[config.mk]
export PLATFORM = sky130hd
export DESIGN_NAME = lut_atan2_octant_flat
export DESIGN_NICKNAME = d
export VERILOG_FILES = /design/src/hw/rtl/lao_pkg.sv /design/src/hw/rtl/lao_if.sv /design/src/hw/rtl/lut_atan2_octant.sv /design/src/flat_wrapper.sv
export VERILOG_INCLUDE_DIRS = /design/src /design/src/hw/rtl
export SDC_FILE = /design/constraint.sdc
export NUM_CORES = 1
export LEC_CHECK = 0
export BUFFER_PORTS_ARGS = -buffer_cell sky130_fd_sc_hd__buf_4
export CORE_ASPECT_RATIO = 0.6
export CORE_UTILIZATION = 43
export DETAILED_ROUTE_END_ITERATION = 16
export PLACE_DENSITY_LB_ADDON = 0.05
export SYNTH_ARGS = -nofsm -noshare
export SYNTH_HDL_FRONTEND = slang
export SYNTH_SLANG_ARGS = --single-unit
[constraint.sdc]
create_clock -name clk -period 4.1 [get_ports clk]
set_input_delay 0.41 -clock clk [delete_from_list [all_inputs] [get_ports clk]]
set_output_delay 0.41 -clock clk [all_outputs]
set_load 0.02 [all_outputs]
[src/hw/rtl/assert_macros.svh]
// Assertion helpers shared by the RTL
`ifndef ASSERT_MACROS_SVH
`define ASSERT_MACROS_SVH

`define ASSERT_CLK(label, prop, msg) \
  label: assert property (@(posedge clk) disable iff (!rst_n) (prop)) else $error(msg);

`define ASSERT_RST(label, prop, msg) \
  label: assert property (@(posedge clk) (prop)) else $error(msg);

`endif

[src/hw/rtl/lao_pkg.sv]
package lao_pkg;

  localparam int unsigned CoordW = 16;
  localparam int unsigned MagW   = 15;
  localparam int unsigned AngleW = 11;
  localparam int unsigned QuotW  = 17;
  localparam int unsigned TabAW  = 9;
  localparam int unsigned TabDW  = 8;

  localparam logic [2:0] OCT_PP   = 3'd0;
  localparam logic [2:0] OCT_PPS  = 3'd1;
  localparam logic [2:0] OCT_PN   = 3'd2;
  localparam logic [2:0] OCT_PNS  = 3'd3;
  localparam logic [2:0] OCT_NP   = 3'd4;
  localparam logic [2:0] OCT_NPS  = 3'd5;
  localparam logic [2:0] OCT_NN   = 3'd6;

  localparam logic [TabDW-1:0] DiagAngle = 8'h80;
  localparam logic [AngleW-1:0] Quarter  = 11'h100;
  localparam logic [AngleW-1:0] Half     = 11'h200;

  typedef logic [TabDW-1:0] tab_t;

  typedef struct packed {
    logic [2:0]       oct;
    logic             zero;
    logic             diag;
  } ctl_t;

  function automatic tab_t atan_lookup(input logic [TabAW-1:0] idx);
    tab_t tab [0:257];
    tab = '{
      8'd0,8'd1,8'd1,8'd2,8'd3,8'd3,8'd4,8'd4,8'd5,8'd6,8'd6,8'd7,8'd8,8'd8,8'd9,
      8'd10,8'd10,8'd11,8'd11,8'd12,8'd13,8'd13,8'd14,8'd15,8'd15,8'd16,8'd16,8'd17,
      8'd18,8'd18,8'd19,8'd20,8'd20,8'd21,8'd22,8'd22,8'd23,8'd23,8'd24,8'd25,8'd25,
      8'd26,8'd27,8'd27,8'd28,8'd28,8'd29,8'd30,8'd30,8'd31,8'd31,8'd32,8'd33,8'd33,
      8'd34,8'd34,8'd35,8'd36,8'd36,8'd37,8'd38,8'd38,8'd39,8'd39,8'd40,8'd41,8'd41,
      8'd42,8'd42,8'd43,8'd44,8'd44,8'd45,8'd45,8'd46,8'd46,8'd47,8'd48,8'd48,8'd49,
      8'd49,8'd50,8'd51,8'd51,8'd52,8'd52,8'd53,8'd53,8'd54,8'd55,8'd55,8'd56,8'd56,
      8'd57,8'd57,8'd58,8'd58,8'd59,8'd60,8'd60,8'd61,8'd61,8'd62,8'd62,8'd63,8'd63,
      8'd64,8'd65,8'd65,8'd66,8'd66,8'd67,8'd67,8'd68,8'd68,8'd69,8'd69,8'd70,8'd70,
      8'd71,8'd71,8'd72,8'd72,8'd73,8'd74,8'd74,8'd75,8'd75,8'd76,8'd76,8'd77,8'd77,
      8'd78,8'd78,8'd79,8'd79,8'd80,8'd80,8'd81,8'd81,8'd82,8'd82,8'd83,8'd83,8'd84,
      8'd84,8'd84,8'd85,8'd85,8'd86,8'd86,8'd87,8'd87,8'd88,8'd88,8'd89,8'd89,8'd90,
      8'd90,8'd91,8'd91,8'd91,8'd92,8'd92,8'd93,8'd93,8'd94,8'd94,8'd95,8'd95,8'd96,
      8'd96,8'd96,8'd97,8'd97,8'd98,8'd98,8'd99,8'd99,8'd99,8'd100,8'd100,8'd101,
      8'd101,8'd102,8'd102,8'd102,8'd103,8'd103,8'd104,8'd104,8'd104,8'd105,8'd105,
      8'd106,8'd106,8'd106,8'd107,8'd107,8'd108,8'd108,8'd108,8'd109,8'd109,8'd110,
      8'd110,8'd110,8'd111,8'd111,8'd112,8'd112,8'd112,8'd113,8'd113,8'd113,8'd114,
      8'd114,8'd115,8'd115,8'd115,8'd116,8'd116,8'd116,8'd117,8'd117,8'd118,8'd118,
      8'd118,8'd119,8'd119,8'd119,8'd120,8'd120,8'd120,8'd121,8'd121,8'd121,8'd122,
      8'd122,8'd122,8'd123,8'd123,8'd123,8'd124,8'd124,8'd124,8'd125,8'd125,8'd125,
      8'd126,8'd126,8'd126,8'd127,8'd127,8'd127,8'd128,8'd128,8'd0
    };
    atan_lookup = (idx > 9'd257) ? tab[257] : tab[idx];
  endfunction

endpackage

[src/hw/rtl/lao_if.sv]
interface lao_in_if;
  logic                               valid;
  logic                               ready;
  logic signed [lao_pkg::CoordW-1:0]  x_coord;
  logic signed [lao_pkg::CoordW-1:0]  y_coord;
  modport source (output valid, output x_coord, output y_coord, input ready);
  modport sink (input valid, input x_coord, input y_coord, output ready);
endinterface

interface lao_out_if;
  logic                               valid;
  logic                               ready;
  logic signed [lao_pkg::AngleW-1:0]  angle;
  modport source (output valid, output angle, input ready);
  modport sink (input valid, input angle, output ready);
endinterface

[src/hw/rtl/lut_atan2_octant.sv]
// Octant-folding arctangent of a signed coordinate pair.
// Input channel in_: beats carry x_coord and y_coord (16-bit signed).
// Output channel out_: beats carry angle, 11-bit signed, 1024 units per
// turn, angle 0 along +y. An input of -32768 counts as -32767.
// Throughput: one beat per cycle while the receiver keeps out_ready high.
// Pipeline: 20 register stages. Stage 1 folds and orders the magnitudes,
// stages 2..17 run a restoring divider, one quotient bit per stage (16
// stages), stage 18 rounds, stage 19 reads the arctangent table, stage
// 20 unfolds by octant into the output register.
// The divider's one-bit-per-stage chain sets the latency.
// Reset clears every stage's valid bit; payload registers are not reset.
// When the receiver drops out_ready the full stages hold: in_ready is high
// while out_ready is high or any stage is empty, so no beat is lost or
// repeated, and beats behind bubbles still advance.
`include "assert_macros.svh"

module lut_atan2_octant (
  input  logic   clk,
  input  logic   rst_n,
  lao_in_if.sink in_,
  lao_out_if.source out_
);

  localparam int unsigned NDiv = lao_pkg::CoordW;
  localparam int unsigned NSt  = NDiv + 4;
  localparam int unsigned MW   = lao_pkg::MagW;

  logic [NSt-1:0] vld_r;
  logic [NSt-1:0] adv;

  lao_pkg::ctl_t            ctl_r   [NSt];
  logic [MW-1:0]            hi_r    [NDiv+1];
  logic [MW:0]              rem_r   [NDiv+1];
  logic [lao_pkg::QuotW-1:0] quo_r  [NDiv+1];
  logic [lao_pkg::TabAW-1:0] idx_r;
  lao_pkg::tab_t            t_r;
  logic [lao_pkg::AngleW-1:0] ang_r;

  always_comb begin
    adv[NSt-1] = !vld_r[NSt-1] || out_.ready;
    for (int i = NSt - 2; i >= 0; i--) begin
      adv[i] = !vld_r[i] || adv[i+1];
    end
  end

  assign in_.ready  = adv[0];
  assign out_.valid = vld_r[NSt-1];
  assign out_.angle = ang_r;

  always_ff @(posedge clk) begin
    if (!rst_n) begin
      vld_r <= '0;
    end else begin
      if (adv[0]) vld_r[0] <= in_.valid;
      for (int i = 1; i < NSt; i++) begin
        if (adv[i]) vld_r[i] <= vld_r[i-1];
      end
    end
  end

  logic [MW-1:0] a_mag, b_mag;
  logic          xn, yn;
  lao_pkg::ctl_t c0;

  function automatic logic [MW-1:0] fold(input logic [lao_pkg::CoordW-1:0] v);
    logic [lao_pkg::CoordW-1:0] n;
    n = -v;
    if (!v[lao_pkg::CoordW-1]) fold = v[MW-1:0];
    else if (n[lao_pkg::CoordW-1]) fold = {MW{1'b1}};
    else fold = n[MW-1:0];
  endfunction

  always_comb begin
    xn    = in_.x_coord[lao_pkg::CoordW-1];
    yn    = in_.y_coord[lao_pkg::CoordW-1];
    a_mag = fold(in_.x_coord);
    b_mag = fold(in_.y_coord);
    c0.oct  = {xn, yn, a_mag > b_mag};
    c0.zero = (a_mag == b_mag) && (a_mag == '0);
    c0.diag = (a_mag == b_mag);
  end

  always_ff @(posedge clk) begin
    if (adv[0]) begin
      ctl_r[0] <= c0;
      hi_r[0]  <= (a_mag > b_mag) ? a_mag : b_mag;
      rem_r[0] <= {1'b0, (a_mag > b_mag) ? b_mag : a_mag};
      quo_r[0] <= '0;
    end
  end

  // one quotient bit per stage: quotient = (lo << 16) / hi, lo < hi
  for (genvar g = 0; g < NDiv; g++) begin : g_div
    logic [MW+1:0] sh;
    logic [MW+1:0] dif;
    always_comb begin
      sh  = {rem_r[g], 1'b0};
      dif = sh - {2'b00, hi_r[g]};
    end
    always_ff @(posedge clk) begin
      if (adv[g+1]) begin
        ctl_r[g+1] <= ctl_r[g];
        hi_r[g+1]  <= hi_r[g];
        if (!dif[MW+1]) begin
          rem_r[g+1] <= dif[MW:0];
          quo_r[g+1] <= {quo_r[g][lao_pkg::QuotW-2:0], 1'b1};
        end else begin
          rem_r[g+1] <= sh[MW:0];
          quo_r[g+1] <= {quo_r[g][lao_pkg::QuotW-2:0], 1'b0};
        end
      end
    end
  end

  logic [lao_pkg::QuotW:0] qr;
  assign qr = {1'b0, quo_r[NDiv]} + (lao_pkg::QuotW+1)'(8'h80);

  always_ff @(posedge clk) begin
    if (adv[NDiv+1]) begin
      ctl_r[NDiv+1] <= ctl_r[NDiv];
      idx_r         <= qr[lao_pkg::QuotW-1:8];
    end
    if (adv[NDiv+2]) begin
      ctl_r[NDiv+2] <= ctl_r[NDiv+1];
      t_r           <= ctl_r[NDiv+1].diag ? lao_pkg::DiagAngle
                                          : lao_pkg::atan_lookup(idx_r);
    end
  end

  logic [lao_pkg::AngleW-1:0] t_ext, ang_nxt;
  lao_pkg::ctl_t cl;
  assign cl    = ctl_r[NDiv+2];
  assign t_ext = {3'b000, t_r};

  always_comb begin
    case (cl.diag ? {cl.oct[2:1], 1'b0} : cl.oct)
      lao_pkg::OCT_PP:  ang_nxt = t_ext;
      lao_pkg::OCT_PPS: ang_nxt = lao_pkg::Quarter - t_ext;
      lao_pkg::OCT_PN:  ang_nxt = lao_pkg::Half - t_ext;
      lao_pkg::OCT_PNS: ang_nxt = t_ext + lao_pkg::Quarter;
      lao_pkg::OCT_NP:  ang_nxt = -t_ext;
      lao_pkg::OCT_NPS: ang_nxt = t_ext - lao_pkg::Quarter;
      lao_pkg::OCT_NN:  ang_nxt = t_ext - lao_pkg::Half;
      default:          ang_nxt = -(t_ext + lao_pkg::Quarter);
    endcase
    if (cl.zero) ang_nxt = '0;
  end

  always_ff @(posedge clk) begin
    if (adv[NSt-1]) begin
      ctl_r[NSt-1] <= cl;
      ang_r        <= ang_nxt;
    end
  end

  `ASSERT_CLK(a_hold_on_stall,
              out_.valid && !out_.ready |=> out_.valid && $stable(out_.angle),
              "output beat changed while stalled")
  `ASSERT_CLK(a_ready_path, !out_.ready && (&vld_r) |-> !in_.ready,
              "input taken with full stalled pipe")
  `ASSERT_CLK(a_range,
              out_.valid |-> ($signed(out_.angle) <= 512 && $signed(out_.angle) >= -512),
              "angle out of range")
  `ASSERT_RST(a_reset_empty, !rst_n |=> !out_.valid, "output valid after reset")

endmodule
[src/flat_wrapper.sv]
// flat-port wrapper written by rule: the top's interface ports become plain ports
module lut_atan2_octant_flat 
  (clk, rst_n, in__valid, in__x_coord, in__y_coord, in__ready, out__valid, out__angle, out__ready);
  lao_in_if in__i ();
  lao_out_if out__i ();
  input  logic clk;
  input  logic rst_n;
  input wire logic [$bits(in__i.valid)-1:0] in__valid;
  input wire logic [$bits(in__i.x_coord)-1:0] in__x_coord;
  input wire logic [$bits(in__i.y_coord)-1:0] in__y_coord;
  output wire logic [$bits(in__i.ready)-1:0] in__ready;
  output wire logic [$bits(out__i.valid)-1:0] out__valid;
  output wire logic [$bits(out__i.angle)-1:0] out__angle;
  input wire logic [$bits(out__i.ready)-1:0] out__ready;
  assign in__i.valid = in__valid;
  assign in__i.x_coord = in__x_coord;
  assign in__i.y_coord = in__y_coord;
  assign in__ready = in__i.ready;
  assign out__valid = out__i.valid;
  assign out__angle = out__i.angle;
  assign out__i.ready = out__ready;
  lut_atan2_octant u_core (.clk(clk), .rst_n(rst_n), .in_(in__i), .out_(out__i));
endmodule
## Word level (Yosys, flattened, before mapping)

Memories as Yosys holds them, arrays and structs flattened.
Index checks and enable logic that the tools add are counted.

| cells by class | value |
|---|---|
| $lt $le $gt $ge | 3 |
| equality and inequality tests | 7 |
| bitwise gates (word level) | 33 |
| reductions and logical operators | 44 |
| add/subtract/negate cells | 26 |
| muxes and demuxes | 179 |

Operators with widths:

| operator | count |
|---|---|
| two-way mux 17 bit | 16 |
| subtractor 17 x 15 -> 17 bit | 16 |
| two-way mux 16 bit | 16 |
| two-way mux 1 bit | 137 |
| two-way mux 15 bit | 6 |
| case mux 11 bit (7 select lines) | 1 |
| negator 16 bit | 2 |
| OR 1 bit | 32 |
| two-way mux 8 bit | 3 |
| zero test 1 bit | 20 |
| logical OR 1 bit | 20 |
| adder 17 x 8 -> 17 bit, second input constant | 1 |
| equality test 15 bit | 1 |
| greater-than comparator 15 bit | 1 |
| zero test 15 bit | 1 |
| negator 11 bit | 1 |
| negator 8 -> 11 bit | 1 |
| subtractor 10 x 8 -> 11 bit, first input constant | 1 |
| subtractor 8 x 10 -> 11 bit, second input constant | 1 |
| adder 8 x 9 -> 10 bit, second input constant | 1 |
| >= comparator 10 bit, second input constant | 1 |
| NOT 9 -> 10 bit | 1 |
| subtractor 8 x 9 -> 10 bit, second input constant | 1 |
| subtractor 9 x 8 -> 10 bit, first input constant | 1 |
| 7 further kinds | 10 |

| word-level totals | value |
|---|---|
| RAM bits | 916 |
| bits in read-only memories | 4096 |
| output and inout port bits | 13 |
| input bits | 36 |
| register bits | 48 |
| memories | 5 |
| logic and storage cells | 321 |

Memory list:

| memory | words | bits a word | rd ports | clocked after memory_dff | write ports | RTL line | source |
|---|---|---|---|---|---|---|---|
| (no name shown) | 512 | 8 | 1 | 0 | 0 | lao_pkg.sv:55 | `atan_lookup = (idx > 9'd257) ? tab[257] : tab[idx];` |
| u_core.quo_r | 17 | 17 | 17 | 0 | 17 | lut_atan2_octant.sv:34 | `logic [lao_pkg::QuotW-1:0] quo_r [NDiv+1];` |
| u_core.rem_r | 17 | 16 | 16 | 0 | 17 | lut_atan2_octant.sv:33 | `logic [MW:0] rem_r [NDiv+1];` |
| u_core.hi_r | 17 | 15 | 16 | 0 | 17 | lut_atan2_octant.sv:32 | `logic [MW-1:0] hi_r [NDiv+1];` |
| u_core.ctl_r | 20 | 5 | 19 | 0 | 20 | lut_atan2_octant.sv:31 | `lao_pkg::ctl_t ctl_r [NSt];` |

## Longest topological paths before layout

Gate-level depths: netlist of run 1.

| logic depth | value |
|---|---|
| word-level depth | 23 |
| gate-level depth with buffers | 18 |
| gate-level depth less buffers | 17 |

## Worst setup path after synthesis of run 1

No wires, ideal clock.

| path | value |
|---|---|
| path type | input to register |
| start | in in__y_coord[6] |
| end | mem u_core.rem_r[0][4] (netlist bit), data pin |
| setup slack | -0.372 ns |
| required time | 3.840 ns |
| data arrival time | 4.212 ns |
| setup time | 0.260 ns |
| cell stages on the path | 17 |
| buffers on the path | 1 |
| cell sequence | or3_1 -> or2_2 -> or3_1 -> nor4b_2 -> o21ai_0 -> o21a_1 -> ha_1 -> nor2b_1 -> o21a_1 -> o21a_1 -> o21ai_0 -> nand2b_1 -> a21oi_1 -> o31a_1 -> a31oi_1 -> clkbuf_1 -> mux2_2 |

RTL lines:

| item | RTL line | source |
|---|---|---|
| start: declaration | flat_wrapper.sv:10 | `input wire logic [$bits(in__i.y_coord)-1:0] in__y_coord;` |
| end: declaration | lut_atan2_octant.sv:33 |  |

==> results.md, run 1 <==
- The flow ran to the end, and the final reports show no timing, DRC or antenna violations.
- The synthesized netlist devotes 4.28% of its cell area to XOR and XNOR gates.
- The relative area change from synthesis to final layout is 13.6%.
- In this run, post-CTS repair resized a total of 0 instances.
- The setup skew after layout is 0.0201 ns.
- For this design, the CTS-stage hold fixing added 0 buffers.
- The number of sinks driven by the clock tree is 529.
- The area of all placed cells without fillers is 0.0307 mm².
- The largest buffer count on any clock path is 3.
- The weighted congestion reported at the end of routability-driven placement is 0.900.
- The count of flip-flops with a built-in enable after synthesis is 509.
- For this configuration, the core starts out at a cell density of 44.0%.
- The floorplan core area is 0.0615 mm².
- TritonCTS created 51 clock buffers.
- The share of the Yosys chip area taken by registers is 58.0%.
- The number of cells in the finished layout apart from fillers is 3266.
- The aggregate routed wire length is 62000 µm.
- The die is 196 µm tall.
- Dividing the detail-routed via count by the number of cells gives 5.37.
- Walking the worst path, the cells encountered are fa_1 -> nor2b_1 -> o21ai_0 -> a21boi_0 -> nor2b_1 -> o31ai_1 -> a2111oi_0 -> mux2_2 -> mux2_2.
- The unique cell type count in the Yosys netlist is 87.
- The placed instances occupy a cell area of 0.0291 mm².
- The path class of the tightest hold or removal check is input port to register.
- The multiplexer area fraction after synthesis is 3.74%.
- The number of buffer and inverter stages on the critical path is 0.
- The floorplan has 70 rows.
- The global router's overall resource usage is 19.9%.
- The fraction of the mapped netlist area in compound gates is 12.0%.
- Sorting the synthesized cells by area gives the leading types as edfxtp_1 (57%), ha_1 (7.2%), a21oi_1 (2.7%).
- In this run the power density over the cells is 824 mW/mm².
- The total setup violations reported at the end of the flow is 0.
- The fraction of layout cells with a size suffix above 1 is 13.8%.
- The critical-path maximum fanout is 25.
- The maximum cell stage delay along the critical path is 0.66 ns.
- For this run, the number of Yosys warnings is 0.
- After clock tree synthesis, the clock-pin slew on the worst setup and hold paths is 0.06 ns.
- The analysis attributes to cell leakage a power of 12.5 nW.
- The largest family of logic cells by synthesized area is compound AO/OA/AOI/OAI gates.
- In the synthesized netlist the async set-or-reset flop fraction comes to 0%.
- The worst setup path is of the register to register kind.
- Summed over all nets, the half-perimeter wirelength after detailed placement is 46200 µm.
- The remaining antenna violation count is 0.
- The final period utilization is 98.9%.
- The routed layout has 17500 vias.
- The clock reaches the later pin of the worst-skew pair after 0.61 ns.
- Of the total synthesized cell area, the portion taken by AND, OR, NAND and NOR gates is 10.5%.
- The number of diodes is 0.
- The kind of cell adding the most delay to the critical path is compound AO/OA/AOI/OAI gates.
- The fraction of the mapped netlist area in adder cells is 7.77%.
- The count of input and output buffers is 48.
- The first routing iteration left 1623 violations.
- The count of final hold-check violations is 0.
- Entering global routing, the biggest net connects 45 pins.
- The combined area of all synthesized cells is 0.0270 mm².
- Dividing the detail-routed wire length by the instance count gives 19.0 µm.
- The worst-case IR drop observed on VDD is 0.417 mV.
- The worst pin sits at a relative slew slack of 20.0%.
- The via count of the first global-routing pass is 17000.
- By count the netlist is led by edfxtp_1 (509), inv_1 (197), nor2_1 (159).
- Counting every instance in the synthesized netlist gives 2254.
- The die covers 0.0639 mm².
- The largest individual stage delay along the critical path comes from the cell mux2_2.
- The most common flop cell mapped by yosys is edfxtp_1.
- Once placement completed, the tool counted placed cells totaling 3171.
- The capturing element type of the critical path is a register.
- The fill cell total of the finished layout is 5485.
- The synthesized netlist net count is 2453.
- The most frequently used cell type in the post-synthesis netlist is edfxtp_1.
- The fraction of the core area covered by cells at the end of the flow is 50.0%.
- The first global-routing pass estimated 99700 µm of wire.
- After synthesis, the mean cell area works out to 12.0 µm².
- The number of pins with negative max-slew slack in the final report was 0.
- The worst setup path is launched from a register.
- The slew at the pin with the worst max-slew slack is 1.20 ns.
- The worst path needs 4.06 ns of the cycle, external delays included.
- Pin placement for this block handled 49 I/O pins.
- The number of setup buffers added after CTS is 0.
- The H-tree generated during clock tree synthesis spans 2 levels.
- The root buffer cell chosen for the clock tree is clkbuf_16.
- Based on the critical path, the design can be clocked at up to 247 MHz.
- Setup repair after global routing left no endpoint under its margin.
- The biggest area contributor in the post-synthesis netlist is edfxtp_1.
- The count of maximum capacitance violations is 0.
- The number of register bits inferred by synthesis is 529.
- The fraction of post-synthesis cell area in the top cell type by area is 56.5%.
- The final layout contains 2595 nets.
- After detailed routing, the number of remaining DRC violations is 0.
- Before antenna repair, the detailed router went through 6 iterations.
- The TritonCTS clock tree is built.
- STA puts the critical path data required time at 4.46 ns.
- The arrival time of the worst setup path is 4.41 ns.
- The hold slack is 0.0596 ns.
- Summed over all layers, the global routing overflow is 0.
- The floorplan step set the die width to 326 µm.
- The number of antenna violations at the first check in global routing is 0.
==> worst reg2reg max path, stage by stage, from the launching register on <==
cell       delay, ns
edfxtp_1        0.44
fa_1            0.47
nor2b_1         0.13
o21ai_0         0.12
a21boi_0        0.44
nor2b_1         0.20
o31ai_1         0.60
a2111oi_0       0.31
mux2_2          0.66
mux2_2          0.43
==> power breakdown <==
part           switching (mW)  leakage, nW  internal [mW]
combinational            6.22         6.12           4.85
clock                    2.15        0.808           2.60
sequential               1.03         5.60           8.48
total                    9.40         12.5           15.9
==> final timing paths <==
path	startpoint	end	slack [ns]	cells past startpoint
hold reg to reg	u_core.quo_r[14][6]$_DFFE_PP_	u_core.quo_r[15][7]$_DFFE_PP_	0.41	0
hold / removal	in__valid	u_core.vld_r[0]$_SDFFE_PN0P_	0.06	3
setup / recovery	u_core.hi_r[0][76]$_DFFE_PP_	u_core.rem_r[6][6]$_DFFE_PP_	0.04	9
setup reg to reg	u_core.hi_r[0][76]$_DFFE_PP_	u_core.rem_r[6][6]$_DFFE_PP_	0.04	9
==> layout by cell type (no fill, tap or decap), drive strengths merged, types with 23 or more instances in the layout <==
cell type | synthesis | routed
o21a | 45 | 45
mux2 | 63 | 63
a211oi | 25 | 25
xnor2 | 77 | 77
a21o | 36 | 36
clkbuf | 38 | 59
and3 | 26 | 26
inv | 199 | 201
nor2b | 40 | 40
clkinv | 1 | 25
o21ai | 109 | 109
nor3 | 33 | 33
nand2b | 30 | 30
nor2 | 161 | 161
nand2 | 151 | 151
a21oi | 148 | 148
xor2 | 55 | 55
buf | 19 | 146
and2 | 23 | 23
ha | 155 | 155
mux2i | 23 | 23
edfxtp | 509 | 509
nand3 | 37 | 37
==> state kept, by name, summed over array words and instances (netlist names) <==
signal and count:
u_core.ctl_r 95, u_core.hi_r 135, u_core.idx_r 9, u_core.out_.angle 11, u_core.quo_r 108, u_core.rem_r 143, u_core.t_r 8, u_core.vld_r 20
==> final cells by class <==
class                   count  area (µm²)  area share (%)
multi-input cells        1468       10400            33.9
clock buffers              59        1330            4.32
repair buffers            146        1160            3.77
flip-flops and latches    529       15700            51.1
clock inverters            36         332            1.08
well taps                 828        1040            3.37
inverters                 200         758            2.47
==> stage by stage <==
step / setup slack (ns) / total power [mW] / setup TNS, ns
CTS: 0.172 / 25.4 / 0
global route: 0.0157 / 27.2 / 0
finish: 0.0446 / 25.3 / 0
floorplan: -0.0152 / 17.2 / -0.152
global placement: -0.212 / 20.3 / -4.72
detailed placement: -0.370 / 20.4 / -9.39
==> cells by family (layout without fill, tap and decap cells) <==
| group | after synthesis | count (layout) |
|---|---|---|
| AOI/OAI and AO/OA | 505 | 505 |
| xor gates and xnor gates | 132 | 132 |
| adders and majority gates | 163 | 163 |
| buffers and inverters | 257 | 441 |
| DFF | 529 | 529 |
| muxes | 89 | 89 |
| and+or+nand+nor | 579 | 579 |
==> metal layers <==
metal	track usage, %	up-vias	part of all wire [%]
met2	23.0	436	33
met3	3.66	71	6.0
met1	35.6	8429	59
li1	-	8588	-
met4	4.02	0	1.4
met5	0	-	0
Note: power is estimated with default switching activity, not from simulation.
==> run 2, diff against run 1 <==
- SETUP_SLACK_MARGIN: default -> 0.1
- SLEW_MARGIN: default -> 5
==> run 2 against run 1 <==
Compared with the run above: routed wire length shrank 1.8%; via count shrank 0.27%; sequential power is essentially flat; critical endpoint is now u_core.rem_r[1][15]$_DFFE_PP_; largest cell class unchanged.
==> results.md, run 2 (synthesized netlist as in run 1, its figures left out) <==
- The aggregate routed wire length came to 60800 µm (-1.8%).
- The count of input and output buffers is 48 (unchanged).
- The power density over cell area was 823 mW/mm² (-0.10%).
- STA classifies the critical path endpoint as a register.
- The area of the die came to 0.0639 mm² (unchanged).
- The worst setup path is launched from a register.
- The average wire per cell in the routed design is 18.7 µm (-1.7%).
- The register with the most flip-flops is u_core.rem_r.
- The area used by sequential logic in the layout is 0.0157 mm² (unchanged).
- The die width is 326 µm (unchanged).
- The half-perimeter wire length of the detailed placement result was 45200 µm (-2.2%).
- The worst slack at placement was -0.198 ns (+0.172 ns).
- The number of nets in the final layout is 2591 (-0.15%).
- The overall power is 25.4 mW (+0.24%).
- The floorplan core area is 0.0615 mm² (unchanged).
- The via count of the first global-routing pass is 16700 (-1.9%).
- The total leakage power is 12.5 nW (+0.17%).
- The fraction of layout cells with a size suffix above 1 came to 13.9% (+0.064 points).
- The setup skew after layout is 0.0357 ns (+0.0156 ns).
- The wire length of the first global-routing pass was 97800 µm (-1.9%).
- The placement row count is 70 (unchanged).
- The clock period minus worst slack is 3.76 ns (-0.300 ns).
- The number of flip-flops in the largest register came to 143 (unchanged).
- The area occupied by multi-input gates is 0.0105 mm² (+0.44%).
- The H-tree level count is 2 (unchanged).
- The arrival time of the worst setup path is 4.14 ns (-0.27 ns).
- The number of antenna violations at the first check in global routing is 0 (unchanged).
- The count of maximum capacitance violations is 0 (unchanged).
- The worst min-delay path category is input port to register.
- TritonCTS built the clock tree.
- The largest net degree at the start of global routing is 45 (unchanged).
- The number of pins with negative max-slew slack in the final report is 0 (unchanged).
- The fill cell total of the finished layout is 5414 (-1.3%).
- The setup TNS after final layout came to 0 ns (unchanged).
- The number of clock buffers inserted by TritonCTS is 51 (unchanged).
- In the layout the commonest cells are edfxtp_1 (509), inv_1 (194), nor2_1 (158).
- The root buffer cell is clkbuf_16.
- The routed via count came to 17500 (-0.27%).
- The final period utilization is 91.6% (-7.3 points).
- The overall die height came to 196 µm (unchanged).
- The largest registers in the layout are u_core.rem_r: 143 flops, u_core.hi_r: 135 flops, u_core.quo_r: 108 flops.
- The worst max-slew margin expressed relative to the limit is 24.0% (+4.0 points).
- The number of sinks driven by the clock tree is 529 (unchanged).
- The number of setup buffers added after CTS is 0 (unchanged).
- The critical-path maximum fanout came to 3 (-88%).
- The relative area change from synthesis to final layout is 14.0%.
- The slew at the pin with the worst max-slew slack is 1.14 ns (-0.0604 ns).
- Setup repair after global routing left no endpoint under its margin.
- By startpoint and endpoint, the worst setup path is classified as register to register.
- The initial detailed-routing violation count is 1463 (-9.9%).
- The largest vdd supply drop is 0.416 mV (-0.33%).
- The clock latency at the later pin of the worst-skew pair is 0.62 ns (about the same).
- The placed cell area came to 0.0291 mm² (about the same).
- The count of final hold-check violations is 0 (unchanged).
- The weighted congestion reported at the end of routability-driven placement came to 0.889 (-1.2%).
- The first-pass iteration count of the detailed router is 5 (-1).
- The total setup violations reported at the end of the flow is 0 (unchanged).
- The residual overflow from global routing is 0 (unchanged).
- The ratio of routed vias to standard cells is 5.36 (-0.15%).
- The largest buffer count on any clock path was 3 (unchanged).
- The run finished with clean final reports.
- The total DRC errors in the routed layout is 0 (unchanged).
- The area of all placed cells without fillers is 0.0308 mm² (+0.35%).
- The fmax is 266 MHz (+8.0%).
- The number of diodes is 0 (unchanged).
- The remaining antenna violation count was 0 (unchanged).
- The library cell used most frequently in the layout, excluding fill and tap cells, is edfxtp_1.
- The final worst setup slack came to 0.345 ns (+0.300 ns).
- The initial core utilization is 44.0% (unchanged).
- The required arrival time at the worst endpoint is 4.48 ns (+0.02 ns).
- The global router's overall resource usage came to 19.5% (-0.41 points).
- The register clock-pin slew on the reported worst setup and hold paths came to 0.06 ns (about the same).
- The total I/O pin count is 49 (unchanged).
==> run 2: changes by cell type in the layout (fill, tap and decap cells not counted), sizes merged <==
cell / change
dlygate4sd3: +1
clkinv: -6
inv: -3
clkbuf: +7
buf: -5
clkinvlp: +2
==> run 2: layer usage <==
layer,GRT usage [%],wire length [µm]
met5,0,0
met4,3.46,612
met3,3.48,3330
met2,22.0,20100
met1,35.6,36800
==> run 2: worst paths after layout <==
path / start / end / slack (ns) / cells after the start
setup / recovery: u_core.hi_r[0][1]$_DFFE_PP_ / u_core.rem_r[1][15]$_DFFE_PP_ / 0.34 / 12
hold reg to reg: u_core.quo_r[14][9]$_DFFE_PP_ / u_core.quo_r[15][10]$_DFFE_PP_ / 0.42 / 0
setup reg to reg: u_core.hi_r[0][1]$_DFFE_PP_ / u_core.rem_r[1][15]$_DFFE_PP_ / 0.34 / 12
hold / removal: rst_n / u_core.vld_r[2]$_SDFFE_PN0P_ / 0.15 / 2
==> run 2: layout make-up <==
type	count	area share [%]
well taps	828	3.36
multi-input cells	1468	34.0
clock inverters	29	1.07
clock buffers	66	4.55
repair buffers	142	3.71
inverters	200	2.46
flip-flops and latches	529	50.9
==> run 2: stage by stage <==
step	hold slack, ns	utilization, %	cells
2_1_floorplan	0.400	-	2254
3_3_place_gp	0.404	47.3	3166
3_5_place_dp	0.405	47.3	3166
4_1_cts	0.0870	50.1	3262
5_1_grt	0.118	50.1	3262
6_report	0.145	50.1	3262
==> run 2: where the power goes <==
group / switching, mW / total [mW] / internal [mW]
logic: 6.21 / 11.1 / 4.88
clock network: 2.12 / 4.82 / 2.70
registers: 1.01 / 9.48 / 8.48
==> run 2: worst max-delay path, stage by stage, from the launching register on <==
cell and delay, ns:
edfxtp_1 0.50, inv_1 0.08, ha_1 0.28, nor2b_1 0.13, o21a_1 0.18, o21ai_0 0.43, a211oi_1 0.18, a2111oi_0 0.54
buf_4 0.23, o21bai_1 0.09, a21oi_1 0.39, o21ai_0 0.20, mux2_2 0.29
==> run 2: repair_timing <==
action	in CTS	in global routing
gates resized for setup	0	4
setup endpoints to repair	0	27
hold buffers	1	0
endpoints found under the hold margin	1	0
==> run 3, diff against run 2 <==
- CORE_UTILIZATION: 43 -> 29
- PLACE_DENSITY_LB_ADDON: 0.05 -> 0.25
==> run 3 against run 2 <==
Compared with the run above: register-to-register slack gained 0.08 ns; final cell count grew 13%; hold slack got worse by 0.020 ns; clock skew shrank 0.010 ns; utilization shrank 16 points; cell area grew 1.5%; sequential share of layout area fell by 0.75 points; sequential power barely moved; setup slack gained 0.032 ns; die area grew 48%; routed wire length is 5.0% lower.
==> results.md, run 3 (synthesized netlist as in run 1, its figures left out) <==
- The library cell contributing the largest single delay on the critical path is or4b_1.
- The cell depth of the worst flop-to-flop path came to 9 (-3).
- The number of setup buffers added after CTS was 0 (unchanged).
- The H-tree level count came to 2 (unchanged).
- The maximum cell stage delay along the critical path is 0.70 ns (+0.16 ns).
- The clock latency at the later pin of the worst-skew pair is 0.61 ns (about the same).
- The floorplan core area was 0.0921 mm² (+50%).
- The required arrival time at the worst endpoint is 4.44 ns (-0.04 ns).
- The total of cells resized after clock tree synthesis was 0 (unchanged).
- The fraction of layout cells with a size suffix above 1 came to 14.1% (+0.18 points).
- The residual overflow from global routing is 0 (unchanged).
- The arrival time of the worst setup path is 4.07 ns (-0.07 ns).
- The startpoint kind of the worst setup timing path is an input port.
- The net switching power was 8.89 mW (-4.7%).
- The path class of the tightest hold or removal check is input port to register.
- The number of buffer and inverter stages on the critical path was 3 (+1).
- The half-perimeter wire length of the detailed placement result is 43800 µm (-3.0%).
- The setup skew after layout is 0.0257 ns (-0.0100 ns).
- The register clock-pin slew on the reported worst setup and hold paths is 0.07 ns (about the same).
- The relative contribution of combinational cells to total power is 42.5% (-1.2 points).
- The number of sinks driven by the clock tree is 529 (unchanged).
- The number of flip-flops in the largest register is 143 (unchanged).
- The run finished with clean final reports.
- The routed via count is 17300 (-0.97%).
- The total DRC errors in the routed layout is 0 (unchanged).
- The final period utilization came to 90.8% (-0.78 points).
- The average wire per cell in the routed design is 15.8 µm (-16%).
- The number of diodes was 0 (unchanged).
- The critical-path maximum fanout came to 16 (+13).
- The slew at the pin with the worst max-slew slack came to 1.16 ns (+0.0200 ns).
- The count of input and output buffers is 48 (unchanged).
- The via count of the first global-routing pass is 17100 (+2.7%).
- The largest net degree at the start of global routing came to 45 (unchanged).
- The largest registers in the layout are u_core.rem_r: 143 flops, u_core.hi_r: 135 flops, u_core.quo_r: 108 flops.
- The first-pass iteration count of the detailed router is 5 (unchanged).
- The placement row count is 86 (+23%).
- The largest buffer count on any clock path is 3 (unchanged).
- The largest vdd supply drop came to 0.342 mV (-18%).
- The initial detailed-routing violation count is 1349 (-7.8%).
- The worst-case register-to-register setup slack came to 0.42 ns (+0.08 ns).
- The relative area change from synthesis to final layout is 15.7%.
- Setup repair after global routing left no endpoint under its margin.
- The hold slack is 0.126 ns (-0.0195 ns).
- Leaving out fill and tap cells, the most frequent cell in the layout is edfxtp_1.
- The global router's overall resource usage is 12.1% (-7.3 points).
- The total leakage power was 12.6 nW (about the same).
- The hold path endpoint is u_core.vld_r[0]$_SDFFE_PN0P_.
- The number of clock buffers inserted by TritonCTS was 53 (+3.9%).
- The ratio of routed vias to standard cells is 4.71 (-12%).
- The number of pins with negative max-slew slack in the final report is 0 (unchanged).
- The number of cells on the worst hold path is 3 (+1).
- The end of the worst register-to-register path is u_core.rem_r[7][7]$_DFFE_PP_.
- The weighted congestion reported at the end of routability-driven placement is 0.815 (-8.3%).
- The critical path is of the input port to register type.
- CTS placed an instance of clkbuf_16 at the clock tree root.
- The number of hold buffers added after cts came to 0 (-1).
- The power density over cell area came to 798 mW/mm² (-3.1%).
- The register with the most flip-flops is u_core.rem_r.
- The share of total power in sequential cells is 37.9% (+0.5 points).
- The capturing element type of the critical path is a register.
- The count of final hold-check violations came to 0 (unchanged).
- The startpoint identified for the worst hold timing path is in__valid.
- The remaining antenna violation count came to 0 (unchanged).
- The switching part of the total power was 35.6% (-1.1 points).
- The number of nets in the final layout is 2595 (+0.15%).
- The clock period minus worst slack is 3.72 ns (-0.0320 ns).
- The library cells used most frequently in the layout, excluding fill and tap cells, are edfxtp_1 (509), inv_1 (194), nor2_1 (158).
- The initial core utilization is 29.4% (-15 points).
- The total setup violations reported at the end of the flow is 0 (unchanged).
- The aggregate routed wire length was 57800 µm (-5.0%).
- The kind of cell adding the most delay to the critical path is simple AND/OR/NAND/NOR gates.
- The die width is 396 µm (+22%).
- The setup TNS after final layout is 0 ns (unchanged).
- The worst max-slew margin expressed relative to the limit is 22.7% (-1.3 points).
- The number of antenna violations at the first check in global routing is 1 (+1).
- The overall die height is 239 µm (+22%).
- The TritonCTS clock tree is built.
- The count of maximum capacitance violations was 0 (unchanged).
- The wire length of the first global-routing pass is 92900 µm (-5.0%).
- The total I/O pin count is 49 (unchanged).
- The total internal power is 16.1 mW (about the same).
- The area of the die is 0.0945 mm² (+48%).
- The startpoint identified for the worst register-to-register timing path is u_core.hi_r[0][91]$_DFFE_PP_.
- Traced cell by cell, the critical path runs through buf_4 -> nor2_1 -> nand3_1 -> or3_1 -> or3_4 -> or4b_1 -> nand2_2 -> inv_1 -> ha_1 -> and4_1 -> nand4_1 -> o31a_1 -> a31oi_4 -> buf_12 -> mux2_2.
- The fmax is 269 MHz (+0.86%).
- The clock share of power is 19.5% (+0.5 points).
-- run 3: changes by cell type in the layout (fill, tap and decap cells not counted), moves of 2 or more --
cell,delta
clkinv_4,+2
mux2_4,-2
mux2_2,+2
clkinv_1,+2
clkinvlp_4,-3
clkinv_16,-3
clkbuf_16,+2
clkbuf_8,-3
buf_12,-4
clkinv_2,+4
buf_4,+7
clkbuf_1,-2
-- run 3: per-layer routing --
metal	track usage [%]	up-vias	share of wire, %
met3	2.15	72	5.3
met4	2.68	2	1.4
li1	-	8564	-
met2	17.4	380	40
met1	18.8	8288	53
met5	0	-	0.012
-- run 3: cell type report --
class | instances | area [µm²]
flip-flops and latches | 529 | 15700
clock inverters | 35 | 333
multi-input cells | 1468 | 10500
fillers | 9053 | 60800
inverters | 200 | 758
repair buffers | 144 | 1110
well taps | 1232 | 1540
clock buffers | 63 | 1400
-- run 3: power groups by stage --
stage	registers [mW]	logic (mW)	clock network, mW
2_1_floorplan	9.18	8.08	0
3_3_place_gp	9.53	10.3	0
3_5_place_dp	9.58	10.5	0
4_1_cts	9.48	10.6	5.03
5_1_grt	9.68	11.9	5.23
6_report	9.47	10.6	4.87
-- run 3: worst max-delay path by stage --
stage / start / end / slack [ns] / cells after the start
floorplan: in__y_coord[6] / u_core.rem_r[0][4]$_DFFE_PP_ / 0.1 / 14
global placement: in__y_coord[2] / u_core.rem_r[0][9]$_DFFE_PP_ / -0.26 / 15
detailed placement: in__y_coord[2] / u_core.hi_r[0][11]$_DFFE_PP_ / -0.26 / 15
CTS: in__y_coord[2] / u_core.rem_r[0][9]$_DFFE_PP_ / 0.38 / 15
global route: u_core.hi_r[0][17]$_DFFE_PP_ / u_core.rem_r[2][2]$_DFFE_PP_ / 0.22 / 11
finish: in__y_coord[2] / u_core.rem_r[0][9]$_DFFE_PP_ / 0.38 / 15
-- run 3: metrics by stage --
| step | setup slack (ns) | area (µm²) | power, mW | instances | util, % |
|---|---|---|---|---|---|
| 2_1_floorplan | 0.0985 | 27200 | 17.3 | 2254 | - |
| 3_3_place_gp | -0.262 | 29600 | 19.8 | 3573 | 32.1 |
| 3_5_place_dp | -0.260 | 29600 | 20.1 | 3573 | 32.1 |
| 4_1_cts | 0.380 | 31300 | 25.1 | 3671 | 34.0 |
| 5_1_grt | 0.219 | 31300 | 26.8 | 3671 | 34.0 |
| 6_report | 0.377 | 31300 | 25.0 | 3671 | 34.0 |
-- run 3: worst reg2reg max path, stage by stage (launching register included) --
cell       delay, ns
edfxtp_1        0.46
fa_1            0.48
nor2b_1         0.12
o21ai_0         0.11
a21boi_0        0.36
nor2b_1         0.13
o31ai_1         0.55
a2111oi_0       0.23
mux2_2          0.57
mux2_2          0.41
